`config.mk`:
```
export PLATFORM = sky130hd
export DESIGN_NAME = bcd_hhmm_countdown_timer_flat
export DESIGN_NICKNAME = d
export VERILOG_FILES = /design/src/design/bhct_pkg.sv /design/src/design/bhct_if.sv /design/src/design/bhct_step.sv /design/src/design/bcd_hhmm_countdown_timer.sv /design/src/flat_wrapper.sv
export VERILOG_INCLUDE_DIRS = /design/src /design/src/design
export SDC_FILE = /design/constraint.sdc
export NUM_CORES = 1
export LEC_CHECK = 0
export BUFFER_PORTS_ARGS = -buffer_cell sky130_fd_sc_hd__buf_2
export CAP_MARGIN = 10
export CORE_UTILIZATION = 57
export CTS_BUF_LIST = sky130_fd_sc_hd__clkbuf_8 sky130_fd_sc_hd__clkbuf_16
export CTS_CLUSTER_SIZE = 25
export DETAILED_ROUTE_END_ITERATION = 12
export GPL_TIMING_DRIVEN = 0
export PLACE_DENSITY_LB_ADDON = 0.12
export SLEW_MARGIN = 20
export SYNTH_ARGS = -nofsm -noshare
export SYNTH_HDL_FRONTEND = slang
export SYNTH_SLANG_ARGS = --single-unit
```
`constraint.sdc`:
```
create_clock -name clk -period 2.3 [get_ports clk]
set_input_delay 0.46 -clock clk [delete_from_list [all_inputs] [get_ports clk]]
set_output_delay 0.46 -clock clk [all_outputs]
set_load 0.02 [all_outputs]
```
`src/design/bcd_hhmm_countdown_timer_macros.svh`:
```
`ifndef BCD_HHMM_COUNTDOWN_TIMER_MACROS_SVH
`define BCD_HHMM_COUNTDOWN_TIMER_MACROS_SVH

// Check on every clock edge outside reset.
`define BHCT_ASSERT(name, prop, msg) \
  name: assert property (@(posedge clk) disable iff (rst) prop) \
    else $error(msg);

// Check on every clock edge, reset included.
`define BHCT_ASSERT_ALWAYS(name, prop, msg) \
  name: assert property (@(posedge clk) prop) \
    else $error(msg);

`endif

```
`src/design/bhct_pkg.sv`:
```
`default_nettype none

package bhct_pkg;

  typedef enum logic [1:0] {
    KIND_TICK  = 2'd0,
    KIND_START = 2'd1,
    KIND_STOP  = 2'd2,
    KIND_LOAD  = 2'd3
  } kind_t;

  localparam logic [3:0] DIGIT_MAX    = 4'd9;
  localparam logic [2:0] MIN_TENS_MAX = 3'd5;
  localparam logic [5:0] RELOAD_RESET = 6'd59;

  typedef struct packed {
    kind_t      kind;
    logic [3:0] load_hours_tens;
    logic [3:0] load_hours_units;
    logic [2:0] load_minutes_tens;
    logic [3:0] load_minutes_units;
  } in_item_t;

  typedef struct packed {
    logic       running;
    logic [3:0] hours_tens;
    logic [3:0] hours_units;
    logic [2:0] minutes_tens;
    logic [3:0] minutes_units;
    logic       expired;
    logic       colon_toggle;
  } out_item_t;

  typedef struct packed {
    logic       enabled;
    logic [5:0] second_count;
    logic [3:0] hr_tens;
    logic [3:0] hr_units;
    logic [2:0] min_tens;
    logic [3:0] min_units;
  } timer_state_t;

endpackage

`default_nettype wire

```
`src/design/bhct_if.sv`:
```
`default_nettype none

interface bhct_item_if
  import bhct_pkg::*;
();
  logic     valid;
  logic     ready;
  in_item_t data;

  modport source (output valid, output data, input ready);
  modport sink (input valid, input data, output ready);
endinterface

interface bhct_result_if
  import bhct_pkg::*;
();
  logic      valid;
  logic      ready;
  out_item_t data;

  modport source (output valid, output data, input ready);
  modport sink (input valid, input data, output ready);
endinterface

`default_nettype wire

```
`src/design/bhct_step.sv`:
```
`default_nettype none

module bhct_step
  import bhct_pkg::*;
(
  input  timer_state_t cur,
  input  in_item_t     req,
  input  logic [5:0]   seconds_reload,
  output timer_state_t nxt,
  output out_item_t    res
);

  logic any_nonzero;
  logic last_minute;
  logic expired;
  logic colon;

  assign any_nonzero = (cur.hr_tens != 4'd0) || (cur.hr_units != 4'd0) ||
                       (cur.min_tens != 3'd0) || (cur.min_units != 4'd0);

  // 00:01 and 00:00 both end the countdown
  assign last_minute = (cur.hr_tens == 4'd0) && (cur.hr_units == 4'd0) &&
                       (cur.min_tens == 3'd0) && (cur.min_units[3:1] == 3'd0);

  always_comb begin
    nxt     = cur;
    expired = 1'b0;
    colon   = 1'b0;
    case (req.kind)
      KIND_TICK: begin
        if (cur.enabled) begin
          colon = 1'b1;
          if (cur.second_count != 6'd0) begin
            nxt.second_count = cur.second_count - 6'd1;
          end else begin
            nxt.second_count = seconds_reload;
            // borrow chain over the four digits
            if (last_minute) begin
              nxt.min_units = 4'd0;
              nxt.enabled   = 1'b0;
              expired       = 1'b1;
            end else if (cur.min_units != 4'd0) begin
              nxt.min_units = cur.min_units - 4'd1;
            end else if (cur.min_tens != 3'd0) begin
              nxt.min_tens  = cur.min_tens - 3'd1;
              nxt.min_units = DIGIT_MAX;
            end else if (cur.hr_units != 4'd0) begin
              nxt.hr_units  = cur.hr_units - 4'd1;
              nxt.min_tens  = MIN_TENS_MAX;
              nxt.min_units = DIGIT_MAX;
            end else begin
              nxt.hr_tens   = cur.hr_tens - 4'd1;
              nxt.hr_units  = DIGIT_MAX;
              nxt.min_tens  = MIN_TENS_MAX;
              nxt.min_units = DIGIT_MAX;
            end
          end
        end
      end
      KIND_START: begin
        if (any_nonzero) begin
          nxt.enabled = 1'b1;
        end
      end
      KIND_STOP: begin
        nxt.enabled = 1'b0;
      end
      default: begin
        // load only while stopped
        if (!cur.enabled) begin
          nxt.hr_tens   = req.load_hours_tens;
          nxt.hr_units  = req.load_hours_units;
          nxt.min_tens  = req.load_minutes_tens;
          nxt.min_units = req.load_minutes_units;
        end
      end
    endcase
  end

  assign res.running       = nxt.enabled;
  assign res.hours_tens    = nxt.hr_tens;
  assign res.hours_units   = nxt.hr_units;
  assign res.minutes_tens  = nxt.min_tens;
  assign res.minutes_units = nxt.min_units;
  assign res.expired       = expired;
  assign res.colon_toggle  = colon;

endmodule

`default_nettype wire

```
`src/design/bcd_hhmm_countdown_timer.sv`:
```
// An accepted request waits in s1_item until its step result can enter the result register.
// Throughput: one request per cycle while results are taken; the step logic feeds back
// through the state registers, and the result register lets a new request enter while a
// result waits.
// Reset (rst, synchronous): timer stopped, digits 00:00, prescaler and reload at 59,
// both pipeline stages empty.
`default_nettype none

`include "bcd_hhmm_countdown_timer_macros.svh"

module bcd_hhmm_countdown_timer
  import bhct_pkg::*;
(
  input  logic                 clk,
  input  logic                 rst,
  input  logic                 cfg_we,
  input  logic [5:0]           cfg_data,
  bhct_item_if.sink            item,
  bhct_result_if.source        result
);

  logic         s1_valid;
  in_item_t     s1_item;
  logic         s1_go;
  logic [5:0]   seconds_reload;
  timer_state_t st;
  timer_state_t st_next;
  out_item_t    res_next;
  logic         res_done;
  logic         res_blink;
  logic         res_time_zero;
  logic         all_idle;

  assign s1_go      = s1_valid && (!result.valid || result.ready);
  assign item.ready = !s1_valid || s1_go;

  bhct_step u_step (
    .cur            (st),
    .req            (s1_item),
    .seconds_reload (seconds_reload),
    .nxt            (st_next),
    .res            (res_next)
  );

  always_ff @(posedge clk) begin
    if (rst) begin
      s1_valid <= 1'b0;
    end else if (item.ready) begin
      s1_valid <= item.valid;
    end
  end

  // hold the request register while stage one stalls
  always_ff @(posedge clk) begin
    if (item.valid && item.ready) begin
      s1_item <= item.data;
    end
  end

  always_ff @(posedge clk) begin
    if (rst) begin
      seconds_reload <= RELOAD_RESET;
    end else if (cfg_we) begin
      seconds_reload <= cfg_data;
    end
  end

  always_ff @(posedge clk) begin
    if (rst) begin
      st.enabled      <= 1'b0;
      st.second_count <= RELOAD_RESET;
      st.hr_tens      <= 4'd0;
      st.hr_units     <= 4'd0;
      st.min_tens     <= 3'd0;
      st.min_units    <= 4'd0;
    end else if (s1_go) begin
      st <= st_next;
    end
  end

  always_ff @(posedge clk) begin
    if (rst) begin
      result.valid <= 1'b0;
    end else if (s1_go) begin
      result.valid <= 1'b1;
    end else if (result.ready) begin
      result.valid <= 1'b0;
    end
  end

  always_ff @(posedge clk) begin
    if (s1_go) begin
      result.data <= res_next;
    end
  end

  assign res_done      = result.valid && result.data.expired;
  assign res_blink     = result.valid && result.data.colon_toggle && !result.data.expired;
  assign res_time_zero = (result.data.hours_tens == 4'd0) && (result.data.hours_units == 4'd0) &&
                         (result.data.minutes_tens == 3'd0) &&
                         (result.data.minutes_units == 4'd0);
  assign all_idle      = !st.enabled && !s1_valid && !result.valid;

  `BHCT_ASSERT(a_accept_fills_s1, (item.valid && item.ready) |=> s1_valid, "request lost")
  `BHCT_ASSERT(a_expired_stopped, res_done |-> !result.data.running, "expired while running")
  `BHCT_ASSERT(a_expired_zero, res_done |-> res_time_zero, "expired with time left")
  `BHCT_ASSERT(a_colon_running, res_blink |-> result.data.running, "colon blink while stopped")
  `BHCT_ASSERT_ALWAYS(a_reset_stops, $past(rst) |-> all_idle, "state not cleared by reset")

endmodule

`default_nettype wire

```
`src/flat_wrapper.sv`:
```
// flat-port wrapper written by rule: the top's interface ports become plain ports
module bcd_hhmm_countdown_timer_flat import bhct_pkg::*;
  (clk, rst, cfg_we, cfg_data, item_valid, item_data, item_ready, result_valid, result_data, result_ready);
  bhct_item_if item_i ();
  bhct_result_if result_i ();
  input  logic clk;
  input  logic rst;
  input  logic cfg_we;
  input  logic [5:0] cfg_data;
  input wire logic [$bits(item_i.valid)-1:0] item_valid;
  input wire logic [$bits(item_i.data)-1:0] item_data;
  output wire logic [$bits(item_i.ready)-1:0] item_ready;
  output wire logic [$bits(result_i.valid)-1:0] result_valid;
  output wire logic [$bits(result_i.data)-1:0] result_data;
  input wire logic [$bits(result_i.ready)-1:0] result_ready;
  assign item_i.valid = item_valid;
  assign item_i.data = item_data;
  assign item_ready = item_i.ready;
  assign result_valid = result_i.valid;
  assign result_data = result_i.data;
  assign result_i.ready = result_ready;
  bcd_hhmm_countdown_timer u_core (.clk(clk), .rst(rst), .cfg_we(cfg_we), .cfg_data(cfg_data), .item(item_i), .result(result_i));
endmodule
```
# Word level (Yosys, flattened, before mapping)
# Cells that the tools add are included.
# op_classes
eq_ne,2
n_bitwise,2
addsub,5
mux,21
n_reduce_logical,26
# op_table
cell,n
$mux W11,3
$mux W15,2
$pmux W15 S2,1
$mux W22,1
$mux W4,3
$reduce_bool A4 Y1,3
$sub A4 B1 Y4 const B,3
$logic_not A4 Y1,2
$mux W8,1
$mux W1,7
$mux W7,1
$logic_not A3 Y1,2
$mux W6,1
$reduce_bool A6 Y1,1
$sub A6 B1 Y6 const B,1
$logic_and A1 B1 Y1,5
$logic_or A1 B1 Y1,5
$pmux W1 S3,1
$reduce_and A3 Y1,1
$reduce_bool A3 Y1,1
$reduce_or A3 Y1,1
$sub A3 B1 Y3 const B,1
$eq A2 B1 Y1 const B,1
$eq A2 B2 Y1 const B,1
other kinds (5),7
# totals
input_bits,28
wordCells,77
output_inout_bits,20
ff_bits,65

# Depth between registers and ports, before layout
# depth
ltp_word,8
ltp_mapped,8
mapped_depth_nobuf,7

# Hierarchy
# Synthesis repeated with hierarchy kept, for this count alone.
# unflattened
hier_cells,343
area_unflattened_um2,3510.9
# modules_own_cells
module,n_inst,area_each_um2,seq_area_each_um2,cells_per_inst
bcd_hhmm_countdown_timer,1,2333.5,1651.6,160
bhct_step,1,1177.4,0.0,183

# Worst setup path before layout
# Ideal clock, no wire load.
# synth_path
path_kind,reg2reg
startpoint,reg u_core.result.valid
endpoint,reg u_core.st[7] in the netlist's numbering
arrival_time_ns,2.049
stages_incl_launch_ff,8
setup_time_ns,0.076
slack_ns,0.175
synth_period_minus_slack_ns,2.125
n_path_buf,2
required_time_ns,2.224
path_cell_list,dfxtp_1 -> nor2b_1 -> nand2b_1 -> clkbuf_1 -> inv_1 -> clkbuf_1 -> nand3_1 -> o22ai_1
# synth_via
elab_chain_len,3
# synth_lines
element,line,rtl
start: declaration,bhct_if.sv:21,"modport source (output valid, output data, input ready);"
start signal: assignment,bcd_hhmm_countdown_timer.sv:83,result.valid <= 1'b0;
start signal: assignment,bcd_hhmm_countdown_timer.sv:85,result.valid <= 1'b1;
start signal: assignment,bcd_hhmm_countdown_timer.sv:87,result.valid <= 1'b0;
$logic_not A1 Y1,n/a,
$logic_or A1 B1 Y1,bcd_hhmm_countdown_timer.sv:34,assign s1_go = s1_valid && (!result.valid || result.ready);
$logic_and A1 B1 Y1,bcd_hhmm_countdown_timer.sv:34,
named net u_core.s1_go,bcd_hhmm_countdown_timer.sv:24,logic s1_go;
end signal: assignment,bcd_hhmm_countdown_timer.sv:77,st <= st_next;
end: declaration,bcd_hhmm_countdown_timer.sv:26,timer_state_t st;
# The timed path passes the listed nets, and every way through them passes these cells.
# A chain may end at the register's enable or synchronous reset.

==> impl_metrics.env <==
export IMPL_synth_nets=377
export IMPL_path_max_fanout=6
export IMPL_synth_main_ff_cell="edfxtp_1"
export IMPL_netlist_area_sq_um=3370
export IMPL_fp_row_count=27
export IMPL_dr_total_vias=2893
export IMPL_maxCapViolCount=0
export IMPL_num_fill_cells=451
export IMPL_wire_per_inst_um=17.3
export IMPL_worst_hold_path_type="in -> reg"
export IMPL_ios=48
export IMPL_grt_pass1_vias=2697
export IMPL_die_area_sq_um=6220
export IMPL_die_x_um=78.9
export IMPL_worst_pin_slew_ns=0.871
export IMPL_root_buffer="clkbuf_8"
export IMPL_min_from="item_data[7]"
export IMPL_synth_edf_count=35
export IMPL_rsz0062_at_grt="true"
export IMPL_timing_rr_start="u_core.st[0]"
export IMPL_status="finished, final reports clean"
export IMPL_yosysSeqAreaShare_pct=49.0
export IMPL_synthToLayoutAreaGrowth_pct=17.0
export IMPL_syn_area_per_cell_sq_um=9.88
export IMPL_slowest_stage="or3b_4"
export IMPL_required_ns=2.39
export IMPL_place_area_sq_um=3690
export IMPL_grt_antenna_before_repair=0
export IMPL_path_buf_inv=2
export IMPL_drt_wl_total_um=8240
export IMPL_yosysWarningCount=0
export IMPL_timing_rr_end="u_core.result.data[10]"
export IMPL_critPathArrivalTime_ns=2.30
export IMPL_clkSlewWorstSetupHoldPaths_ns=0.07
export IMPL_grt_start_max_net_pins=28
export IMPL_timing_fmax_ghz=0.452
export IMPL_synth_seq_cells=65
export IMPL_finalHoldViolations=0
export IMPL_fin_setup_tns_ns=0
export IMPL_htreeDepth=3
export IMPL_criticalPathCategory="reg -> reg"
export IMPL_startpoint_type="register"
export IMPL_drc=0
export IMPL_hold_depth=1
export IMPL_crit_chain="inv_2 > ha_4 > or3b_4 > nor4_4 > buf_4 > nand2_1 > a31oi_1 > nand2_1"
export IMPL_first_pass_iters=5
export IMPL_end_kind="register"
export IMPL_leakage_nw=1.52
export IMPL_final_util_pct=70.3
export IMPL_critical_path_max_stage_delay_ns=0.43
export IMPL_r2r_setup_slack_ns=0.09
export IMPL_clkLatencyLatePin_ns=0.34
export IMPL_period_share_pct=96.1
export IMPL_nets=434
export IMPL_start_util_pct=60.1
export IMPL_fin_skew_ns=0.00334
export IMPL_final_layout_size_suffix_gt1_share_pct=22.8
export IMPL_gr_total_overflow=0
export IMPL_reg2reg_depth=8
export IMPL_dieHeight_um=78.9
export IMPL_antenna_left=0
export IMPL_track_usage_pct=28.1
export IMPL_gp_routability_congestion=0.933
export IMPL_grt_first_pass_wirelength_um=13200
export IMPL_finalWorstPathRequiredPeriod_ns=2.21
export IMPL_antenna_cells=0
export IMPL_crit_family="simple AND/OR/NAND/NOR gates"
export IMPL_async_flop_share_pct=0
export IMPL_clk_path_buf_depth=2
export IMPL_dpl_hpwl_um=5670
export IMPL_crit_top_cell="nand2_1"
export IMPL_powerDensity_nw_per_um2=656
export IMPL_numCtsBuffers=9
export IMPL_drt_iter0_drc=293
export IMPL_routed_via_density=6.09
export IMPL_whs_endpoint="u_core.s1_item[7]"
export IMPL_synth_cell_type_count=65
export IMPL_design_area_sq_um=3940
export IMPL_cts_sinks=65
export IMPL_drv_slew=0
export IMPL_cts_tree="done"
export IMPL_coreArea_sq_um=5610
export IMPL_syn_instance_count=341
export IMPL_relSlewSlack_pct=42.0
export IMPL_peakVddDrop_v=0.000408
export IMPL_setup_viol=0
export IMPL_portBuffers=45
==> cells in the mapped netlist (all sizes together), types with 4 or more instances <==
| library cell | count | area, sq um |
|---|---|---|
| dfxtp | 30 | 601 |
| o31ai | 4 | 30.0 |
| nor2 | 20 | 75.1 |
| nor2b | 6 | 37.5 |
| o22ai | 5 | 31.3 |
| a21oi | 16 | 80.1 |
| nand2 | 37 | 139 |
| nor3 | 9 | 61.3 |
| a22oi | 5 | 37.5 |
| nand3 | 9 | 45.0 |
| and2 | 5 | 31.3 |
| nor4 | 4 | 40.0 |
| mux2i | 14 | 140 |
| nor3b | 4 | 35.0 |
| o21ai | 22 | 110 |
| a31oi | 9 | 56.3 |
| clkbuf | 15 | 56.3 |
| or3 | 5 | 38.8 |
| inv | 17 | 63.8 |
| edfxtp | 35 | 1050 |
| ha | 8 | 100 |
==> report_power, final <==
group          total (mW)  internal, mW  switching (mW)
clock               0.904         0.480           0.424
combinational       0.363         0.132           0.232
sequential           1.32          1.28          0.0343
==> metal layers <==
metal,GRT usage (%),part of all wire [%]
met4,14.5,2.0
met5,0,0
met3,4.14,6.3
met1,37.1,45
met2,44.7,47
==> how the worst max path moves through the flow <==
stage,from,endpoint,depth (start not counted)
2_1_floorplan,u_core.result.valid,u_core.st[7],7
3_3_place_gp,result_ready,u_core.st[9],8
3_5_place_dp,result_ready,u_core.st[7],8
4_1_cts,u_core.s1_item[15],u_core.st[17],7
5_1_grt,u_core.s1_item[16],u_core.st[13],7
6_report,u_core.st[0],u_core.result.data[10],8
==> cells by family after synthesis <==
| logic type | after synthesis | share of synthesized area, % |
|---|---|---|
| simple gates | 120 | 19.8 |
| compound gates | 95 | 19.2 |
| flops | 65 | 49.0 |
| buf+inv | 36 | 4.08 |
| mux | 15 | 4.49 |
| fa+ha+maj | 8 | 2.97 |
| xor+xnor | 2 | 0.520 |
==> cell usage in the layout (no fill, tap or decap), types with 3 or more instances in the layout <==
master and instances:
buf_2 47, nand2_1 37, edfxtp_1 35, dfxtp_1 29
o21ai_0 22, nor2_1 20, inv_1 17, a21oi_1 16
mux2i_1 14, clkbuf_1 12, a31oi_1 9, nand3_1 9
clkbuf_8 9, nor3_1 7, ha_1 6, and2_1 5
clkinv_1 5, a22oi_1 5, o22ai_1 5, nor2b_1 4
o31ai_1 4, nand2b_1 3, nand3b_1 3, a221o_1 3
o211ai_1 3, or4_1 3, o21a_1 3
==> stage by stage <==
stage          hold slack (ns)  worst slack [ns]  cells  power (mW)
6_report                 0.290            0.0888    475        2.59
3_3_place_gp             0.456            -0.557    458        1.67
3_5_place_dp             0.458            -0.265    458        1.68
5_1_grt                  0.282           -0.0124    475        2.67
2_1_floorplan            0.441             0.175    341        1.57
4_1_cts                  0.282           0.00759    474        2.57
==> what timing repair did <==
item	4_1_cts	5_1_grt
pin swaps	0	4
buffers inserted	0	1
hold buffers	0	0
setup endpoints to repair	9	18
cloned	0	0
gates resized for setup	3	17
==> state kept, by name (all words and copies together), names as in the netlist <==
signal / count
u_core.result.valid: 1
u_core.st: 22
u_core.s1_valid: 1
u_core.s1_item: 17
u_core.result.data: 18
u_core.seconds_reload: 6
==> final cells by class <==
class / instances / area [sq um] / share of cell area, %
Inverter: 19 / 71.3 / 1.81
Timing Repair Buffer: 46 / 233 / 5.90
Buffer: 17 / 72.6 / 1.84
Clock buffer: 9 / 124 / 3.14
Tap cell: 72 / 90.1 / 2.28
Sequential cell: 65 / 1650 / 41.9
Clock inverter: 7 / 53.8 / 1.36
Multi-Input combinational cell: 240 / 1650 / 41.7
(Power assumes the default switching activity.)
